File: config.mk
export PLATFORM = sky130hd
export DESIGN_NAME = rv32i_instruction_decoder_flat
export DESIGN_NICKNAME = d
export VERILOG_FILES = /design/src/hdl/rvd_pkg.sv /design/src/hdl/rvd_channels.sv /design/src/hdl/rv32i_instruction_decoder.sv /design/src/hdl/rvd_decode_stage.sv /design/src/hdl/rvd_target_stage.sv /design/src/hdl/rvd_output_stage.sv /design/src/flat_wrapper.sv
export SDC_FILE = /design/constraint.sdc
export NUM_CORES = 1
export LEC_CHECK = 0
export ABC_AREA = 0
export BUFFER_PORTS_ARGS = -buffer_cell sky130_fd_sc_hd__buf_2
export CAP_MARGIN = 20
export CORE_ASPECT_RATIO = 0.9
export CORE_MARGIN = 8
export CORE_UTILIZATION = 35
export DETAILED_ROUTE_END_ITERATION = 8
export MAX_ROUTING_LAYER = met4
export PLACE_DENSITY = 0.52
export SLEW_MARGIN = 20
export SYNTH_ARGS = -nofsm -noshare
export SYNTH_HDL_FRONTEND = slang
export SYNTH_HIERARCHICAL = 1
export SYNTH_SLANG_ARGS = --single-unit
File: constraint.sdc
create_clock -name clock -period 10.1 [get_ports clock]
set_clock_uncertainty 0.2 [all_clocks]
set_input_delay 1.01 -clock clock [delete_from_list [all_inputs] [get_ports clock]]
set_output_delay 1.01 -clock clock [all_outputs]
set_load 0.1 [all_outputs]
File: src/hdl/rvd_pkg.sv
`timescale 1ns / 1ps
// ----------------------------------------------------------------------------
// rvd_pkg
// Shared codes, tables and stage item types for the RV32I decoder pipeline.
// ----------------------------------------------------------------------------
package rvd_pkg;

   localparam int MNEM_W = 6;
   localparam int FORM_W = 4;
   localparam int REG_W  = 5;
   localparam int XLEN   = 32;

   // mnemonic codes
   localparam logic [MNEM_W-1:0] MN_LB         = 6'd0;
   localparam logic [MNEM_W-1:0] MN_LH         = 6'd1;
   localparam logic [MNEM_W-1:0] MN_LW         = 6'd2;
   localparam logic [MNEM_W-1:0] MN_LBU        = 6'd3;
   localparam logic [MNEM_W-1:0] MN_LHU        = 6'd4;
   localparam logic [MNEM_W-1:0] MN_LOAD_BAD   = 6'd5;
   localparam logic [MNEM_W-1:0] MN_NOP        = 6'd6;
   localparam logic [MNEM_W-1:0] MN_ADDI       = 6'd7;
   localparam logic [MNEM_W-1:0] MN_SLLI       = 6'd8;
   localparam logic [MNEM_W-1:0] MN_SLTI       = 6'd9;
   localparam logic [MNEM_W-1:0] MN_SLTIU      = 6'd10;
   localparam logic [MNEM_W-1:0] MN_XORI       = 6'd11;
   localparam logic [MNEM_W-1:0] MN_SRLI       = 6'd12;
   localparam logic [MNEM_W-1:0] MN_SRAI       = 6'd13;
   localparam logic [MNEM_W-1:0] MN_ORI        = 6'd14;
   localparam logic [MNEM_W-1:0] MN_ANDI       = 6'd15;
   localparam logic [MNEM_W-1:0] MN_AUIPC      = 6'd16;
   localparam logic [MNEM_W-1:0] MN_SB         = 6'd17;
   localparam logic [MNEM_W-1:0] MN_SH         = 6'd18;
   localparam logic [MNEM_W-1:0] MN_SW         = 6'd19;
   localparam logic [MNEM_W-1:0] MN_STORE_BAD  = 6'd20;
   localparam logic [MNEM_W-1:0] MN_ADD        = 6'd21;
   localparam logic [MNEM_W-1:0] MN_SUB        = 6'd22;
   localparam logic [MNEM_W-1:0] MN_SLL        = 6'd23;
   localparam logic [MNEM_W-1:0] MN_SLT        = 6'd24;
   localparam logic [MNEM_W-1:0] MN_SLTU       = 6'd25;
   localparam logic [MNEM_W-1:0] MN_XOR        = 6'd26;
   localparam logic [MNEM_W-1:0] MN_SRL        = 6'd27;
   localparam logic [MNEM_W-1:0] MN_SRA        = 6'd28;
   localparam logic [MNEM_W-1:0] MN_OR         = 6'd29;
   localparam logic [MNEM_W-1:0] MN_AND        = 6'd30;
   localparam logic [MNEM_W-1:0] MN_LUI        = 6'd31;
   localparam logic [MNEM_W-1:0] MN_BEQ        = 6'd32;
   localparam logic [MNEM_W-1:0] MN_BNE        = 6'd33;
   localparam logic [MNEM_W-1:0] MN_BLT        = 6'd34;
   localparam logic [MNEM_W-1:0] MN_BGE        = 6'd35;
   localparam logic [MNEM_W-1:0] MN_BLTU       = 6'd36;
   localparam logic [MNEM_W-1:0] MN_BGEU       = 6'd37;
   localparam logic [MNEM_W-1:0] MN_BRANCH_BAD = 6'd38;
   localparam logic [MNEM_W-1:0] MN_RET        = 6'd39;
   localparam logic [MNEM_W-1:0] MN_JR         = 6'd40;
   localparam logic [MNEM_W-1:0] MN_JALR       = 6'd41;
   localparam logic [MNEM_W-1:0] MN_J          = 6'd42;
   localparam logic [MNEM_W-1:0] MN_CALL       = 6'd43;
   localparam logic [MNEM_W-1:0] MN_JAL        = 6'd44;
   localparam logic [MNEM_W-1:0] MN_ECALL      = 6'd45;
   localparam logic [MNEM_W-1:0] MN_EBREAK     = 6'd46;
   localparam logic [MNEM_W-1:0] MN_SYSTEM     = 6'd47;
   localparam logic [MNEM_W-1:0] MN_FENCE      = 6'd48;
   localparam logic [MNEM_W-1:0] MN_UNKNOWN    = 6'd49;

   // operand layout codes
   localparam logic [FORM_W-1:0] FORM_NONE       = 4'd0;
   localparam logic [FORM_W-1:0] FORM_RD_RS1_IMM = 4'd1;
   localparam logic [FORM_W-1:0] FORM_RD_MEM     = 4'd2;
   localparam logic [FORM_W-1:0] FORM_RS2_MEM    = 4'd3;
   localparam logic [FORM_W-1:0] FORM_RD_RS1_RS2 = 4'd4;
   localparam logic [FORM_W-1:0] FORM_RD_UPPER   = 4'd5;
   localparam logic [FORM_W-1:0] FORM_BRANCH     = 4'd6;
   localparam logic [FORM_W-1:0] FORM_RS1        = 4'd7;
   localparam logic [FORM_W-1:0] FORM_TARGET     = 4'd8;
   localparam logic [FORM_W-1:0] FORM_RD_TARGET  = 4'd9;

   // major opcodes
   localparam logic [6:0] OPC_LOAD     = 7'h03;
   localparam logic [6:0] OPC_MISC_MEM = 7'h0F;
   localparam logic [6:0] OPC_OP_IMM   = 7'h13;
   localparam logic [6:0] OPC_AUIPC    = 7'h17;
   localparam logic [6:0] OPC_STORE    = 7'h23;
   localparam logic [6:0] OPC_OP       = 7'h33;
   localparam logic [6:0] OPC_LUI      = 7'h37;
   localparam logic [6:0] OPC_BRANCH   = 7'h63;
   localparam logic [6:0] OPC_JALR     = 7'h67;
   localparam logic [6:0] OPC_JAL      = 7'h6F;
   localparam logic [6:0] OPC_SYSTEM   = 7'h73;

   localparam logic [2:0] F3_ADD_SUB = 3'd0;
   localparam logic [2:0] F3_SLL     = 3'd1;
   localparam logic [2:0] F3_SR      = 3'd5;
   localparam logic [2:0] F3_ST_MAX  = 3'd2;

   localparam logic [REG_W-1:0] REG_ZERO = 5'd0;
   localparam logic [REG_W-1:0] REG_RA   = 5'd1;

   localparam logic [XLEN-1:0] WORD_NOP    = 32'h0000_0013;
   localparam logic [XLEN-1:0] WORD_ECALL  = 32'h0000_0073;
   localparam logic [XLEN-1:0] WORD_EBREAK = 32'h0010_0073;

   // funct3 lookup tables
   localparam logic [MNEM_W-1:0] LOAD_MNEM [8] = '{
      MN_LB, MN_LH, MN_LW, MN_LOAD_BAD, MN_LBU, MN_LHU, MN_LOAD_BAD, MN_LOAD_BAD};
   localparam logic [MNEM_W-1:0] OPIMM_MNEM [8] = '{
      MN_ADDI, MN_SLLI, MN_SLTI, MN_SLTIU, MN_XORI, MN_SRLI, MN_ORI, MN_ANDI};
   localparam logic [MNEM_W-1:0] OP_MNEM [8] = '{
      MN_ADD, MN_SLL, MN_SLT, MN_SLTU, MN_XOR, MN_SRL, MN_OR, MN_AND};
   localparam logic [MNEM_W-1:0] BRANCH_MNEM [8] = '{
      MN_BEQ, MN_BNE, MN_BRANCH_BAD, MN_BRANCH_BAD, MN_BLT, MN_BGE, MN_BLTU, MN_BGEU};
   localparam logic [MNEM_W-1:0] STORE_MNEM [4] = '{
      MN_SB, MN_SH, MN_SW, MN_STORE_BAD};

   // decode stage to target stage
   typedef struct packed {
      logic [MNEM_W-1:0] mnemonic;
      logic [FORM_W-1:0] form;
      logic [REG_W-1:0]  rd;
      logic [REG_W-1:0]  rs1;
      logic [REG_W-1:0]  rs2;
      logic [XLEN-1:0]   imm;
      logic              has_target;
      logic [XLEN-1:0]   offset;
      logic [XLEN-1:0]   addr;
   } decoded_type;

   // target stage to output stage
   typedef struct packed {
      logic [MNEM_W-1:0] mnemonic;
      logic [FORM_W-1:0] form;
      logic [REG_W-1:0]  rd;
      logic [REG_W-1:0]  rs1;
      logic [REG_W-1:0]  rs2;
      logic [XLEN-1:0]   imm;
      logic [XLEN-1:0]   target;
   } resolved_type;

endpackage

File: src/hdl/rvd_channels.sv
`timescale 1ns / 1ps
// ----------------------------------------------------------------------------
// rvd_channels
// Valid/ready channels for instruction items and decoded result items.
// ----------------------------------------------------------------------------
interface rvd_req_if;
   logic        valid;
   logic        ready;
   logic [31:0] instr_word;
   logic [31:0] instr_addr;

   modport source (output valid, output instr_word, output instr_addr, input ready);
   modport sink (input valid, input instr_word, input instr_addr, output ready);
endinterface

interface rvd_rsp_if;
   logic               valid;
   logic               ready;
   logic        [5:0]  mnemonic;
   logic        [3:0]  operand_form;
   logic        [4:0]  dest_reg;
   logic        [4:0]  src1_reg;
   logic        [4:0]  src2_reg;
   logic signed [31:0] shown_immediate;
   logic        [31:0] jump_target;

   modport source (
      output valid, output mnemonic, output operand_form, output dest_reg,
      output src1_reg, output src2_reg, output shown_immediate, output jump_target,
      input ready);
   modport sink (
      input valid, input mnemonic, input operand_form, input dest_reg,
      input src1_reg, input src2_reg, input shown_immediate, input jump_target,
      output ready);
endinterface

File: src/hdl/rv32i_instruction_decoder.sv
`timescale 1ns / 1ps
// path: each accepted item passes the decode, target add and output registers in that order
// before its result is shown on the response channel
// throughput: one item per cycle while rsp_if.ready holds; each stage register moves on when
// it is empty or the next stage takes its item, so a full pipe streams without bubbles
// reset: synchronous, active high; clears the three stage valid bits only
// ----------------------------------------------------------------------------
// rv32i_instruction_decoder
// Three-stage pipelined RV32I decoder: mnemonic and operand form, register
// numbers, shown immediate and branch or jump target per instruction item.
// ----------------------------------------------------------------------------
module rv32i_instruction_decoder (
   input  logic      clock,
   input  logic      reset,
   rvd_req_if.sink   req_if,
   rvd_rsp_if.source rsp_if
);

   logic                  dec_valid;
   logic                  dec_ready;
   rvd_pkg::decoded_type  dec_data;
   logic                  tgt_valid;
   logic                  tgt_ready;
   rvd_pkg::resolved_type tgt_data;

   rvd_decode_stage u_decode (
      .clock     (clock),
      .reset     (reset),
      .in_valid  (req_if.valid),
      .in_ready  (req_if.ready),
      .in_word   (req_if.instr_word),
      .in_addr   (req_if.instr_addr),
      .out_valid (dec_valid),
      .out_ready (dec_ready),
      .out_data  (dec_data)
   );

   rvd_target_stage u_target (
      .clock     (clock),
      .reset     (reset),
      .in_valid  (dec_valid),
      .in_ready  (dec_ready),
      .in_data   (dec_data),
      .out_valid (tgt_valid),
      .out_ready (tgt_ready),
      .out_data  (tgt_data)
   );

   rvd_output_stage u_output (
      .clock    (clock),
      .reset    (reset),
      .in_valid (tgt_valid),
      .in_ready (tgt_ready),
      .in_data  (tgt_data),
      .rsp_if   (rsp_if)
   );

endmodule

File: src/hdl/rvd_decode_stage.sv
`timescale 1ns / 1ps
// ----------------------------------------------------------------------------
// rvd_decode_stage
// First stage: opcode/funct decode, immediate extraction, target offset.
// ----------------------------------------------------------------------------
module rvd_decode_stage (
   input  logic                clock,
   input  logic                reset,
   input  logic                in_valid,
   output logic                in_ready,
   input  logic [31:0]         in_word,
   input  logic [31:0]         in_addr,
   output logic                out_valid,
   input  logic                out_ready,
   output rvd_pkg::decoded_type out_data
);

   logic                 valid_ff;
   logic                 valid_in;
   logic                 load;
   rvd_pkg::decoded_type data_ff;
   rvd_pkg::decoded_type data_in;

   logic [6:0]  opc;
   logic [4:0]  rd;
   logic [2:0]  f3;
   logic [4:0]  rs1;
   logic [4:0]  rs2;
   logic [6:0]  f7;
   logic [31:0] imm_i;
   logic [31:0] imm_s;
   logic [31:0] imm_b;
   logic [31:0] imm_j;
   logic [31:0] imm_u;

   assign opc   = in_word[6:0];
   assign rd    = in_word[11:7];
   assign f3    = in_word[14:12];
   assign rs1   = in_word[19:15];
   assign rs2   = in_word[24:20];
   assign f7    = in_word[31:25];
   assign imm_i = {{20{in_word[31]}}, in_word[31:20]};
   assign imm_s = {{20{in_word[31]}}, in_word[31:25], in_word[11:7]};
   assign imm_b = {{19{in_word[31]}}, in_word[31], in_word[7], in_word[30:25],
                   in_word[11:8], 1'b0};
   assign imm_j = {{11{in_word[31]}}, in_word[31], in_word[19:12], in_word[20],
                   in_word[30:21], 1'b0};
   assign imm_u = {12'd0, in_word[31:12]};

   always_comb begin
      data_in            = '0;
      data_in.rd         = rd;
      data_in.rs1        = rs1;
      data_in.rs2        = rs2;
      data_in.addr       = in_addr;
      data_in.mnemonic   = rvd_pkg::MN_UNKNOWN;
      data_in.form       = rvd_pkg::FORM_NONE;
      unique case (opc)
         rvd_pkg::OPC_LOAD: begin
            data_in.mnemonic = rvd_pkg::LOAD_MNEM[f3];
            data_in.form     = rvd_pkg::FORM_RD_MEM;
            data_in.imm      = imm_i;
         end
         rvd_pkg::OPC_OP_IMM: begin
            if (in_word == rvd_pkg::WORD_NOP) begin
               data_in.mnemonic = rvd_pkg::MN_NOP;
            end else begin
               data_in.form = rvd_pkg::FORM_RD_RS1_IMM;
               if (f3 == rvd_pkg::F3_SR && f7 != 7'd0) begin
                  data_in.mnemonic = rvd_pkg::MN_SRAI;
               end else begin
                  data_in.mnemonic = rvd_pkg::OPIMM_MNEM[f3];
               end
               if (f3 == rvd_pkg::F3_SLL || f3 == rvd_pkg::F3_SR) begin
                  data_in.imm = {27'd0, rs2};
               end else begin
                  data_in.imm = imm_i;
               end
            end
         end
         rvd_pkg::OPC_AUIPC: begin
            data_in.mnemonic = rvd_pkg::MN_AUIPC;
            data_in.form     = rvd_pkg::FORM_RD_UPPER;
            data_in.imm      = imm_u;
         end
         rvd_pkg::OPC_STORE: begin
            if (f3 <= rvd_pkg::F3_ST_MAX) begin
               data_in.mnemonic = rvd_pkg::STORE_MNEM[f3[1:0]];
               data_in.form     = rvd_pkg::FORM_RS2_MEM;
               data_in.imm      = imm_s;
            end else begin
               data_in.mnemonic = rvd_pkg::MN_STORE_BAD;
            end
         end
         rvd_pkg::OPC_OP: begin
            data_in.form = rvd_pkg::FORM_RD_RS1_RS2;
            if (f7 != 7'd0 && f3 == rvd_pkg::F3_ADD_SUB) begin
               data_in.mnemonic = rvd_pkg::MN_SUB;
            end else if (f7 != 7'd0 && f3 == rvd_pkg::F3_SR) begin
               data_in.mnemonic = rvd_pkg::MN_SRA;
            end else begin
               data_in.mnemonic = rvd_pkg::OP_MNEM[f3];
            end
         end
         rvd_pkg::OPC_LUI: begin
            data_in.mnemonic = rvd_pkg::MN_LUI;
            data_in.form     = rvd_pkg::FORM_RD_UPPER;
            data_in.imm      = imm_u;
         end
         rvd_pkg::OPC_BRANCH: begin
            data_in.mnemonic   = rvd_pkg::BRANCH_MNEM[f3];
            data_in.form       = rvd_pkg::FORM_BRANCH;
            data_in.has_target = 1'b1;
            data_in.offset     = imm_b;
         end
         rvd_pkg::OPC_JALR: begin
            if (rd == rvd_pkg::REG_ZERO && rs1 == rvd_pkg::REG_RA && imm_i == 32'd0) begin
               data_in.mnemonic = rvd_pkg::MN_RET;
            end else if (rd == rvd_pkg::REG_ZERO && imm_i == 32'd0) begin
               data_in.mnemonic = rvd_pkg::MN_JR;
               data_in.form     = rvd_pkg::FORM_RS1;
            end else begin
               data_in.mnemonic = rvd_pkg::MN_JALR;
               data_in.form     = rvd_pkg::FORM_RD_MEM;
               data_in.imm      = imm_i;
            end
         end
         rvd_pkg::OPC_JAL: begin
            data_in.has_target = 1'b1;
            data_in.offset     = imm_j;
            if (rd == rvd_pkg::REG_ZERO) begin
               data_in.mnemonic = rvd_pkg::MN_J;
               data_in.form     = rvd_pkg::FORM_TARGET;
            end else if (rd == rvd_pkg::REG_RA) begin
               data_in.mnemonic = rvd_pkg::MN_CALL;
               data_in.form     = rvd_pkg::FORM_TARGET;
            end else begin
               data_in.mnemonic = rvd_pkg::MN_JAL;
               data_in.form     = rvd_pkg::FORM_RD_TARGET;
            end
         end
         rvd_pkg::OPC_SYSTEM: begin
            if (in_word == rvd_pkg::WORD_ECALL) begin
               data_in.mnemonic = rvd_pkg::MN_ECALL;
            end else if (in_word == rvd_pkg::WORD_EBREAK) begin
               data_in.mnemonic = rvd_pkg::MN_EBREAK;
            end else begin
               data_in.mnemonic = rvd_pkg::MN_SYSTEM;
            end
         end
         rvd_pkg::OPC_MISC_MEM: begin
            data_in.mnemonic = rvd_pkg::MN_FENCE;
         end
         default: begin
            data_in.mnemonic = rvd_pkg::MN_UNKNOWN;
         end
      endcase
   end

   assign in_ready = !valid_ff || out_ready;
   assign load     = in_valid && in_ready;

   always_comb begin
      if (load) begin
         valid_in = 1'b1;
      end else if (out_ready) begin
         valid_in = 1'b0;
      end else begin
         valid_in = valid_ff;
      end
   end

   always_ff @(posedge clock) begin
      if (reset) begin
         valid_ff <= 1'b0;
      end else begin
         valid_ff <= valid_in;
      end
   end

   always_ff @(posedge clock) begin
      if (load) begin
         data_ff <= data_in;
      end
   end

   assign out_valid = valid_ff;
   assign out_data  = data_ff;

endmodule

File: src/hdl/rvd_target_stage.sv
`timescale 1ns / 1ps
// ----------------------------------------------------------------------------
// rvd_target_stage
// Second stage: branch and jump target add, address plus offset mod 2^32.
// ----------------------------------------------------------------------------
module rvd_target_stage (
   input  logic                 clock,
   input  logic                 reset,
   input  logic                 in_valid,
   output logic                 in_ready,
   input  rvd_pkg::decoded_type  in_data,
   output logic                 out_valid,
   input  logic                 out_ready,
   output rvd_pkg::resolved_type out_data
);

   logic                  valid_ff;
   logic                  valid_in;
   logic                  load;
   rvd_pkg::resolved_type data_ff;
   rvd_pkg::resolved_type data_in;

   always_comb begin
      data_in.mnemonic = in_data.mnemonic;
      data_in.form     = in_data.form;
      data_in.rd       = in_data.rd;
      data_in.rs1      = in_data.rs1;
      data_in.rs2      = in_data.rs2;
      data_in.imm      = in_data.imm;
      if (in_data.has_target) begin
         data_in.target = in_data.addr + in_data.offset;
      end else begin
         data_in.target = '0;
      end
   end

   assign in_ready = !valid_ff || out_ready;
   assign load     = in_valid && in_ready;

   always_comb begin
      if (load) begin
         valid_in = 1'b1;
      end else if (out_ready) begin
         valid_in = 1'b0;
      end else begin
         valid_in = valid_ff;
      end
   end

   always_ff @(posedge clock) begin
      if (reset) begin
         valid_ff <= 1'b0;
      end else begin
         valid_ff <= valid_in;
      end
   end

   always_ff @(posedge clock) begin
      if (load) begin
         data_ff <= data_in;
      end
   end

   assign out_valid = valid_ff;
   assign out_data  = data_ff;

endmodule

File: src/hdl/rvd_output_stage.sv
`timescale 1ns / 1ps
// ----------------------------------------------------------------------------
// rvd_output_stage
// Third stage: masks register fields the operand form does not show and
// holds the result item for the response channel.
// ----------------------------------------------------------------------------
module rvd_output_stage (
   input  logic                  clock,
   input  logic                  reset,
   input  logic                  in_valid,
   output logic                  in_ready,
   input  rvd_pkg::resolved_type in_data,
   rvd_rsp_if.source             rsp_if
);

   logic                  valid_ff;
   logic                  valid_in;
   logic                  load;
   rvd_pkg::resolved_type data_ff;
   rvd_pkg::resolved_type data_in;
   logic                  keep_rd;
   logic                  keep_rs1;
   logic                  keep_rs2;

   always_comb begin
      keep_rd  = 1'b0;
      keep_rs1 = 1'b0;
      keep_rs2 = 1'b0;
      unique case (in_data.form)
         rvd_pkg::FORM_RD_RS1_IMM,
         rvd_pkg::FORM_RD_MEM: begin
            keep_rd  = 1'b1;
            keep_rs1 = 1'b1;
         end
         rvd_pkg::FORM_RS2_MEM,
         rvd_pkg::FORM_BRANCH: begin
            keep_rs1 = 1'b1;
            keep_rs2 = 1'b1;
         end
         rvd_pkg::FORM_RD_RS1_RS2: begin
            keep_rd  = 1'b1;
            keep_rs1 = 1'b1;
            keep_rs2 = 1'b1;
         end
         rvd_pkg::FORM_RD_UPPER,
         rvd_pkg::FORM_RD_TARGET: begin
            keep_rd = 1'b1;
         end
         rvd_pkg::FORM_RS1: begin
            keep_rs1 = 1'b1;
         end
         default: begin
            keep_rd = 1'b0;
         end
      endcase
   end

   always_comb begin
      data_in     = in_data;
      data_in.rd  = keep_rd  ? in_data.rd  : '0;
      data_in.rs1 = keep_rs1 ? in_data.rs1 : '0;
      data_in.rs2 = keep_rs2 ? in_data.rs2 : '0;
   end

   assign in_ready = !valid_ff || rsp_if.ready;
   assign load     = in_valid && in_ready;

   always_comb begin
      if (load) begin
         valid_in = 1'b1;
      end else if (rsp_if.ready) begin
         valid_in = 1'b0;
      end else begin
         valid_in = valid_ff;
      end
   end

   always_ff @(posedge clock) begin
      if (reset) begin
         valid_ff <= 1'b0;
      end else begin
         valid_ff <= valid_in;
      end
   end

   always_ff @(posedge clock) begin
      if (load) begin
         data_ff <= data_in;
      end
   end

   assign rsp_if.valid           = valid_ff;
   assign rsp_if.mnemonic        = data_ff.mnemonic;
   assign rsp_if.operand_form    = data_ff.form;
   assign rsp_if.dest_reg        = data_ff.rd;
   assign rsp_if.src1_reg        = data_ff.rs1;
   assign rsp_if.src2_reg        = data_ff.rs2;
   assign rsp_if.shown_immediate = $signed(data_ff.imm);
   assign rsp_if.jump_target     = data_ff.target;

endmodule
File: src/flat_wrapper.sv
// flat-port wrapper written by rule: the top's interface ports become plain ports
module rv32i_instruction_decoder_flat 
  (clock, reset, req_if_valid, req_if_instr_word, req_if_instr_addr, req_if_ready, rsp_if_valid, rsp_if_mnemonic, rsp_if_operand_form, rsp_if_dest_reg, rsp_if_src1_reg, rsp_if_src2_reg, rsp_if_shown_immediate, rsp_if_jump_target, rsp_if_ready);
  rvd_req_if req_if_i ();
  rvd_rsp_if rsp_if_i ();
  input  logic clock;
  input  logic reset;
  input wire logic [$bits(req_if_i.valid)-1:0] req_if_valid;
  input wire logic [$bits(req_if_i.instr_word)-1:0] req_if_instr_word;
  input wire logic [$bits(req_if_i.instr_addr)-1:0] req_if_instr_addr;
  output wire logic [$bits(req_if_i.ready)-1:0] req_if_ready;
  output wire logic [$bits(rsp_if_i.valid)-1:0] rsp_if_valid;
  output wire logic [$bits(rsp_if_i.mnemonic)-1:0] rsp_if_mnemonic;
  output wire logic [$bits(rsp_if_i.operand_form)-1:0] rsp_if_operand_form;
  output wire logic [$bits(rsp_if_i.dest_reg)-1:0] rsp_if_dest_reg;
  output wire logic [$bits(rsp_if_i.src1_reg)-1:0] rsp_if_src1_reg;
  output wire logic [$bits(rsp_if_i.src2_reg)-1:0] rsp_if_src2_reg;
  output wire logic [$bits(rsp_if_i.shown_immediate)-1:0] rsp_if_shown_immediate;
  output wire logic [$bits(rsp_if_i.jump_target)-1:0] rsp_if_jump_target;
  input wire logic [$bits(rsp_if_i.ready)-1:0] rsp_if_ready;
  assign req_if_i.valid = req_if_valid;
  assign req_if_i.instr_word = req_if_instr_word;
  assign req_if_i.instr_addr = req_if_instr_addr;
  assign req_if_ready = req_if_i.ready;
  assign rsp_if_valid = rsp_if_i.valid;
  assign rsp_if_mnemonic = rsp_if_i.mnemonic;
  assign rsp_if_operand_form = rsp_if_i.operand_form;
  assign rsp_if_dest_reg = rsp_if_i.dest_reg;
  assign rsp_if_src1_reg = rsp_if_i.src1_reg;
  assign rsp_if_src2_reg = rsp_if_i.src2_reg;
  assign rsp_if_shown_immediate = rsp_if_i.shown_immediate;
  assign rsp_if_jump_target = rsp_if_i.jump_target;
  assign rsp_if_i.ready = rsp_if_ready;
  rv32i_instruction_decoder u_core (.clock(clock), .reset(reset), .req_if(req_if_i), .rsp_if(rsp_if_i));
endmodule
==> summary by stage <==
Outcome
The run finished with clean final reports.

Routing
For this run, the detailed router's first-pass iteration total came to 5. The count of unresolved DRC violations after routing is 0. Dividing the detail-routed via count by the number of cells gives between 4 and 5.

The final routed wirelength across all metal layers is between 20000 and 30000 µm. The detail route stage leaves a number of antenna-violating nets equal to 0. Summing over every cut layer, the via total after detailed routing is 7409. Dividing the detail-routed wire length by the instance count gives 19.5 µm. The DRC marker count from the first detailed-route iteration is between 600 and 700.

Floorplanning
The die covers between 40000 and 50000 µm². The starting density of the core is 0.357. The I/O pin count is 159. The total number of placement rows is 64. The core footprint is around 34000 µm². The die is 213 µm wide. The floorplan step set the die height to approximately 190 µm.

Synth
The number of synthesis warnings is 6. The number of instances in the synthesized netlist is approximately 860. In this run the mean area of a mapped cell was 14.2 µm².

Yosys mapped a number of flops with a built-in enable equal to 277. For this run, asynchronously set or reset flops after synthesis account for 0. The mux cell area share after synthesis is 0.00658. By area, the combinational part of the netlist is dominated by compound AO/OA/AOI/OAI gates. The compound-gate portion of the synthesized area is 0.125. The count of unique library cells instantiated by Yosys is between 80 and 90. The register area share after synthesis is 0.688. The simple-gate share of the synthesized area is 0.0909.

Synthesis produced a netlist with a net count of 965. The primary flip-flop cell chosen by synthesis mapping is sky130_fd_sc_hd__edfxtp_1. Of the total synthesized cell area, the portion taken by XOR and XNOR cells is 0.0151. The top cell type by total area after synthesis is sky130_fd_sc_hd__edfxtp_1. In this run the cell area of the synthesized design comes to between 10000 and 15000 µm². Of the post-synthesis cell area, the dominant cell type holds 0.683. In this run, synthesis produced a sequential element count of 280. Of the total synthesized cell area, the portion taken by full adders, half adders and majority gates is 0.0417.

After synthesis, the cell types taking the most area are sky130_fd_sc_hd__edfxtp_1 68%, sky130_fd_sc_hd__ha_1 4.0%, sky130_fd_sc_hd__a21oi_1 2.2%.

Power
The net switching component of the power is 660 µW. The clock share of power is 0.418. The static power due to leakage is 5.46 nW. Total power for the finished layout comes to about 2.8 mW.

The design internal power is 2.11 mW. Of the total power, the share spent switching nets is 0.239. The largest voltage drop on the vdd net is 0.000118 V. The proportion of power drawn by combinational gates is 0.095. In this run the power density over the cells is 192 nW/µm².

The share of power burned in registers is 0.487.

Worst setup path
The worst register-to-register path has a depth of 8. The critical path class is input pin to primary output. Setup slack on the worst reg-to-reg path comes out at around 7 ns. Traced cell by cell, the critical path runs through buf_2, nand2b_1, nand2b_1, nand2b_1, buf_2. The capturing element type of the critical path is a primary output. STA classifies the critical path startpoint as an input pin. STA puts the critical path data required time at between 8 and 9 ns.

On the critical path, the stage with the largest delay is an instance of sky130_fd_sc_hd__buf_2. Data arrives at the worst endpoint at 1.98 ns. Along the worst path, the maximum fanout reaches 3. The dominant cell type by count on the critical path is sky130_fd_sc_hd__nand2b_1. The worst reg2reg path startpoint is u_core/u_decode/out_data[1]$_DFFE_PP_.

The reg-to-reg endpoint is u_core/u_target/out_data[22]$_SDFFCE_PN0P_. In this design, the stage delay of the slowest critical-path cell is 0.44 ns.

Timing
Setup slack on the critical path of the routed design comes to 6.91 ns. The worst pin sits at a relative slew slack of 0.277. The total of endpoints with negative setup slack in the final report is 0. For the final routed database, the setup TNS stands at 0 ns. On the final layout, the worst hold slack is approximately 0.21 ns. Setup repair after global routing left no endpoint under its margin. Of the available clock period, the critical path in the final layout requires 0.316.

The final-report max-slew violation count came to 0. The number of hold violations in the final report is 0. Timing would allow up to 0.314 GHz. The worst path needs 3.19 ns of the cycle, external delays included.

At the pin with the least slew margin, the transition time is 1.08 ns.

Place
The cell count after placement is 1439. The routability congestion estimate from global placement is 0.859. The total of buffers placed on input and output ports is 158. Once detailed placement completed, the half-perimeter wirelength came to around 21000 µm.

The pre-CTS worst setup slack is 6.42 ns.

CTS
The clock transition at the registers of the reported paths is 0.07 ns. The clock tree from TritonCTS is done. The post-cts hold buffer count is 0. CTS saw 280 sinks.

The number of buffers inserted during clock tree synthesis is 29. Counting along the longest clock path gives a buffer depth of 3. In this run the number of H-tree levels came out at 1. The total setup buffers inserted after CTS is 0. The total of cells resized after clock tree synthesis is 0.

The tree is rooted in a sky130_fd_sc_hd__clkbuf_16. Clock latency on the worst-skew pair, taken at its later pin, is 0.56 ns.

Job
The count of max-cap constraint violations is 0.

Finish
The number of fill cells is 3203. At the end of the flow, the number of nets in the layout was 1116. The area growth from synthesis to layout is 18.2%. The ratio of cells with drive above 1 in the final layout is 0.233. The register with the most flip-flops in the layout has 99 of them. The final instance count without filler cells is 1492. The count of antenna diodes in the layout is 0.

GRT
Global routing finished with a remaining overflow of 0. The number of global-route vias before repair is 7503. The number of antenna violations at the first check in global routing was 0. The all-layer global routing usage is 0.145.

The first global-routing pass estimated ~44000 µm of wire. Entering global routing, the biggest net connects 72 pins.

Worst hold path
In this run the worst hold path is classified as register to register. The startpoint identified for the worst hold timing path is u_core/u_target/out_data[84]$_DFFE_PP_. The depth of the worst hold-timing path is 0. The sink of the worst hold path is u_core/u_output/rsp_if.mnemonic[1]$_DFFE_PP_.
## worst max path at each step
stage                     slack [ns]                 start                                     end  depth (start not counted)
after global placement          6.43  req_if_instr_word[3]  u_core/u_decode/out_data[37]$_DFFE_PP_                          5
after CTS                       6.92          rsp_if_ready                            req_if_ready                          5
after detailed placement        6.42  req_if_instr_word[3]  u_core/u_decode/out_data[82]$_DFFE_PP_                          6
after global routing            6.75  req_if_instr_word[8]  u_core/u_decode/out_data[74]$_DFFE_PP_                          6
final                           6.91          rsp_if_ready                            req_if_ready                          5
after floorplan                 4.95          rsp_if_ready   u_core/u_decode/out_data[0]$_DFFE_PP_                          4
## final cells by class
cell class	count	area [µm²]	area share
flip-flops and latches	280	8380	0.582
multi-input cells	497	3410	0.237
well taps	462	578	0.0402
clock inverters	23	317	0.0220
repair buffers	165	843	0.0586
clock buffers	30	729	0.0507
inverters	35	131	0.00913
## routing by layer
layer,up-vias,part of all wire,global-route usage
met5,-,0,-
met4,0,0.022,0.0387
met3,39,0.057,0.0248
met2,215,0.44,0.213
met1,3584,0.48,0.204
li1,3571,-,-
## through the flow
stage	area [µm²]	util
after global routing	14400	0.422
after floorplan	12200	-
after global placement	13300	0.391
after CTS	14400	0.422
final	14400	0.422
after detailed placement	13300	0.391
## cells in the mapped netlist, types with 3 or more instances
master / count
sky130_fd_sc_hd__a211oi_1: 10
sky130_fd_sc_hd__a21boi_1: 5
sky130_fd_sc_hd__a21o_1: 29
sky130_fd_sc_hd__a21oi_1: 53
sky130_fd_sc_hd__a22o_1: 6
sky130_fd_sc_hd__a22oi_1: 15
sky130_fd_sc_hd__a31oi_1: 7
sky130_fd_sc_hd__a32oi_1: 3
sky130_fd_sc_hd__and2_1: 14
sky130_fd_sc_hd__buf_2: 8
sky130_fd_sc_hd__buf_4: 23
sky130_fd_sc_hd__clkbuf_1: 13
sky130_fd_sc_hd__dfxtp_1: 3
sky130_fd_sc_hd__edfxtp_1: 277
sky130_fd_sc_hd__ha_1: 39
sky130_fd_sc_hd__inv_1: 33
sky130_fd_sc_hd__mux2i_1: 8
sky130_fd_sc_hd__nand2_1: 49
sky130_fd_sc_hd__nand2b_1: 18
sky130_fd_sc_hd__nand3_1: 12
sky130_fd_sc_hd__nand3b_1: 3
sky130_fd_sc_hd__nand4_1: 8
sky130_fd_sc_hd__nor2_1: 56
sky130_fd_sc_hd__nor3_1: 13
sky130_fd_sc_hd__nor3b_1: 7
sky130_fd_sc_hd__nor4_1: 6
sky130_fd_sc_hd__o211ai_1: 6
sky130_fd_sc_hd__o21a_1: 6
sky130_fd_sc_hd__o21ai_0: 35
sky130_fd_sc_hd__o21bai_1: 7
sky130_fd_sc_hd__o22ai_1: 3
sky130_fd_sc_hd__or3_1: 4
sky130_fd_sc_hd__xnor2_1: 9
sky130_fd_sc_hd__xor2_1: 12
## kinds of logic (layout without fill, tap and decap cells)
group | count (synthesis) | after routing
adders and majority gates | 40 | 40
and+or+nand+nor | 210 | 210
AOI/OAI and AO/OA | 217 | 217
buffers and inverters | 80 | 253
xor gates and xnor gates | 21 | 21
other | 1 | 1
muxes | 8 | 8
DFF | 280 | 280
## power groups by stage
| stage | logic, mW | clock network, mW | registers, mW |
|---|---|---|---|
| 2_1_floorplan | 0.125 | 0 | 1.44 |
| 4_1_cts | 0.266 | 1.19 | 1.35 |
| 3_5_place_dp | 0.265 | 0 | 1.37 |
| 3_3_place_gp | 0.264 | 0 | 1.37 |
| 5_1_grt | 0.288 | 1.23 | 1.35 |
| 6_report | 0.264 | 1.16 | 1.35 |
## cell usage in the layout, fill, tap and decap left out, types with 11 or more instances in the layout
| master | count |
|---|---|
| sky130_fd_sc_hd__nor2_1 | 56 |
| sky130_fd_sc_hd__nand2b_1 | 18 |
| sky130_fd_sc_hd__edfxtp_1 | 277 |
| sky130_fd_sc_hd__clkbuf_16 | 29 |
| sky130_fd_sc_hd__a21o_1 | 29 |
| sky130_fd_sc_hd__and2_1 | 11 |
| sky130_fd_sc_hd__a21oi_1 | 53 |
| sky130_fd_sc_hd__a22oi_1 | 15 |
| sky130_fd_sc_hd__ha_1 | 39 |
| sky130_fd_sc_hd__xor2_1 | 12 |
| sky130_fd_sc_hd__nand3_1 | 12 |
| sky130_fd_sc_hd__nor3_1 | 12 |
| sky130_fd_sc_hd__nand2_1 | 49 |
| sky130_fd_sc_hd__buf_2 | 158 |
| sky130_fd_sc_hd__inv_1 | 33 |
| sky130_fd_sc_hd__o21ai_0 | 35 |
## worst max-delay path: cells and delay by family
kind,cells,cell delay (ns)
buf+inv,2,0.51
simple gates,3,0.45
Power figures use the tool's default switching activity.
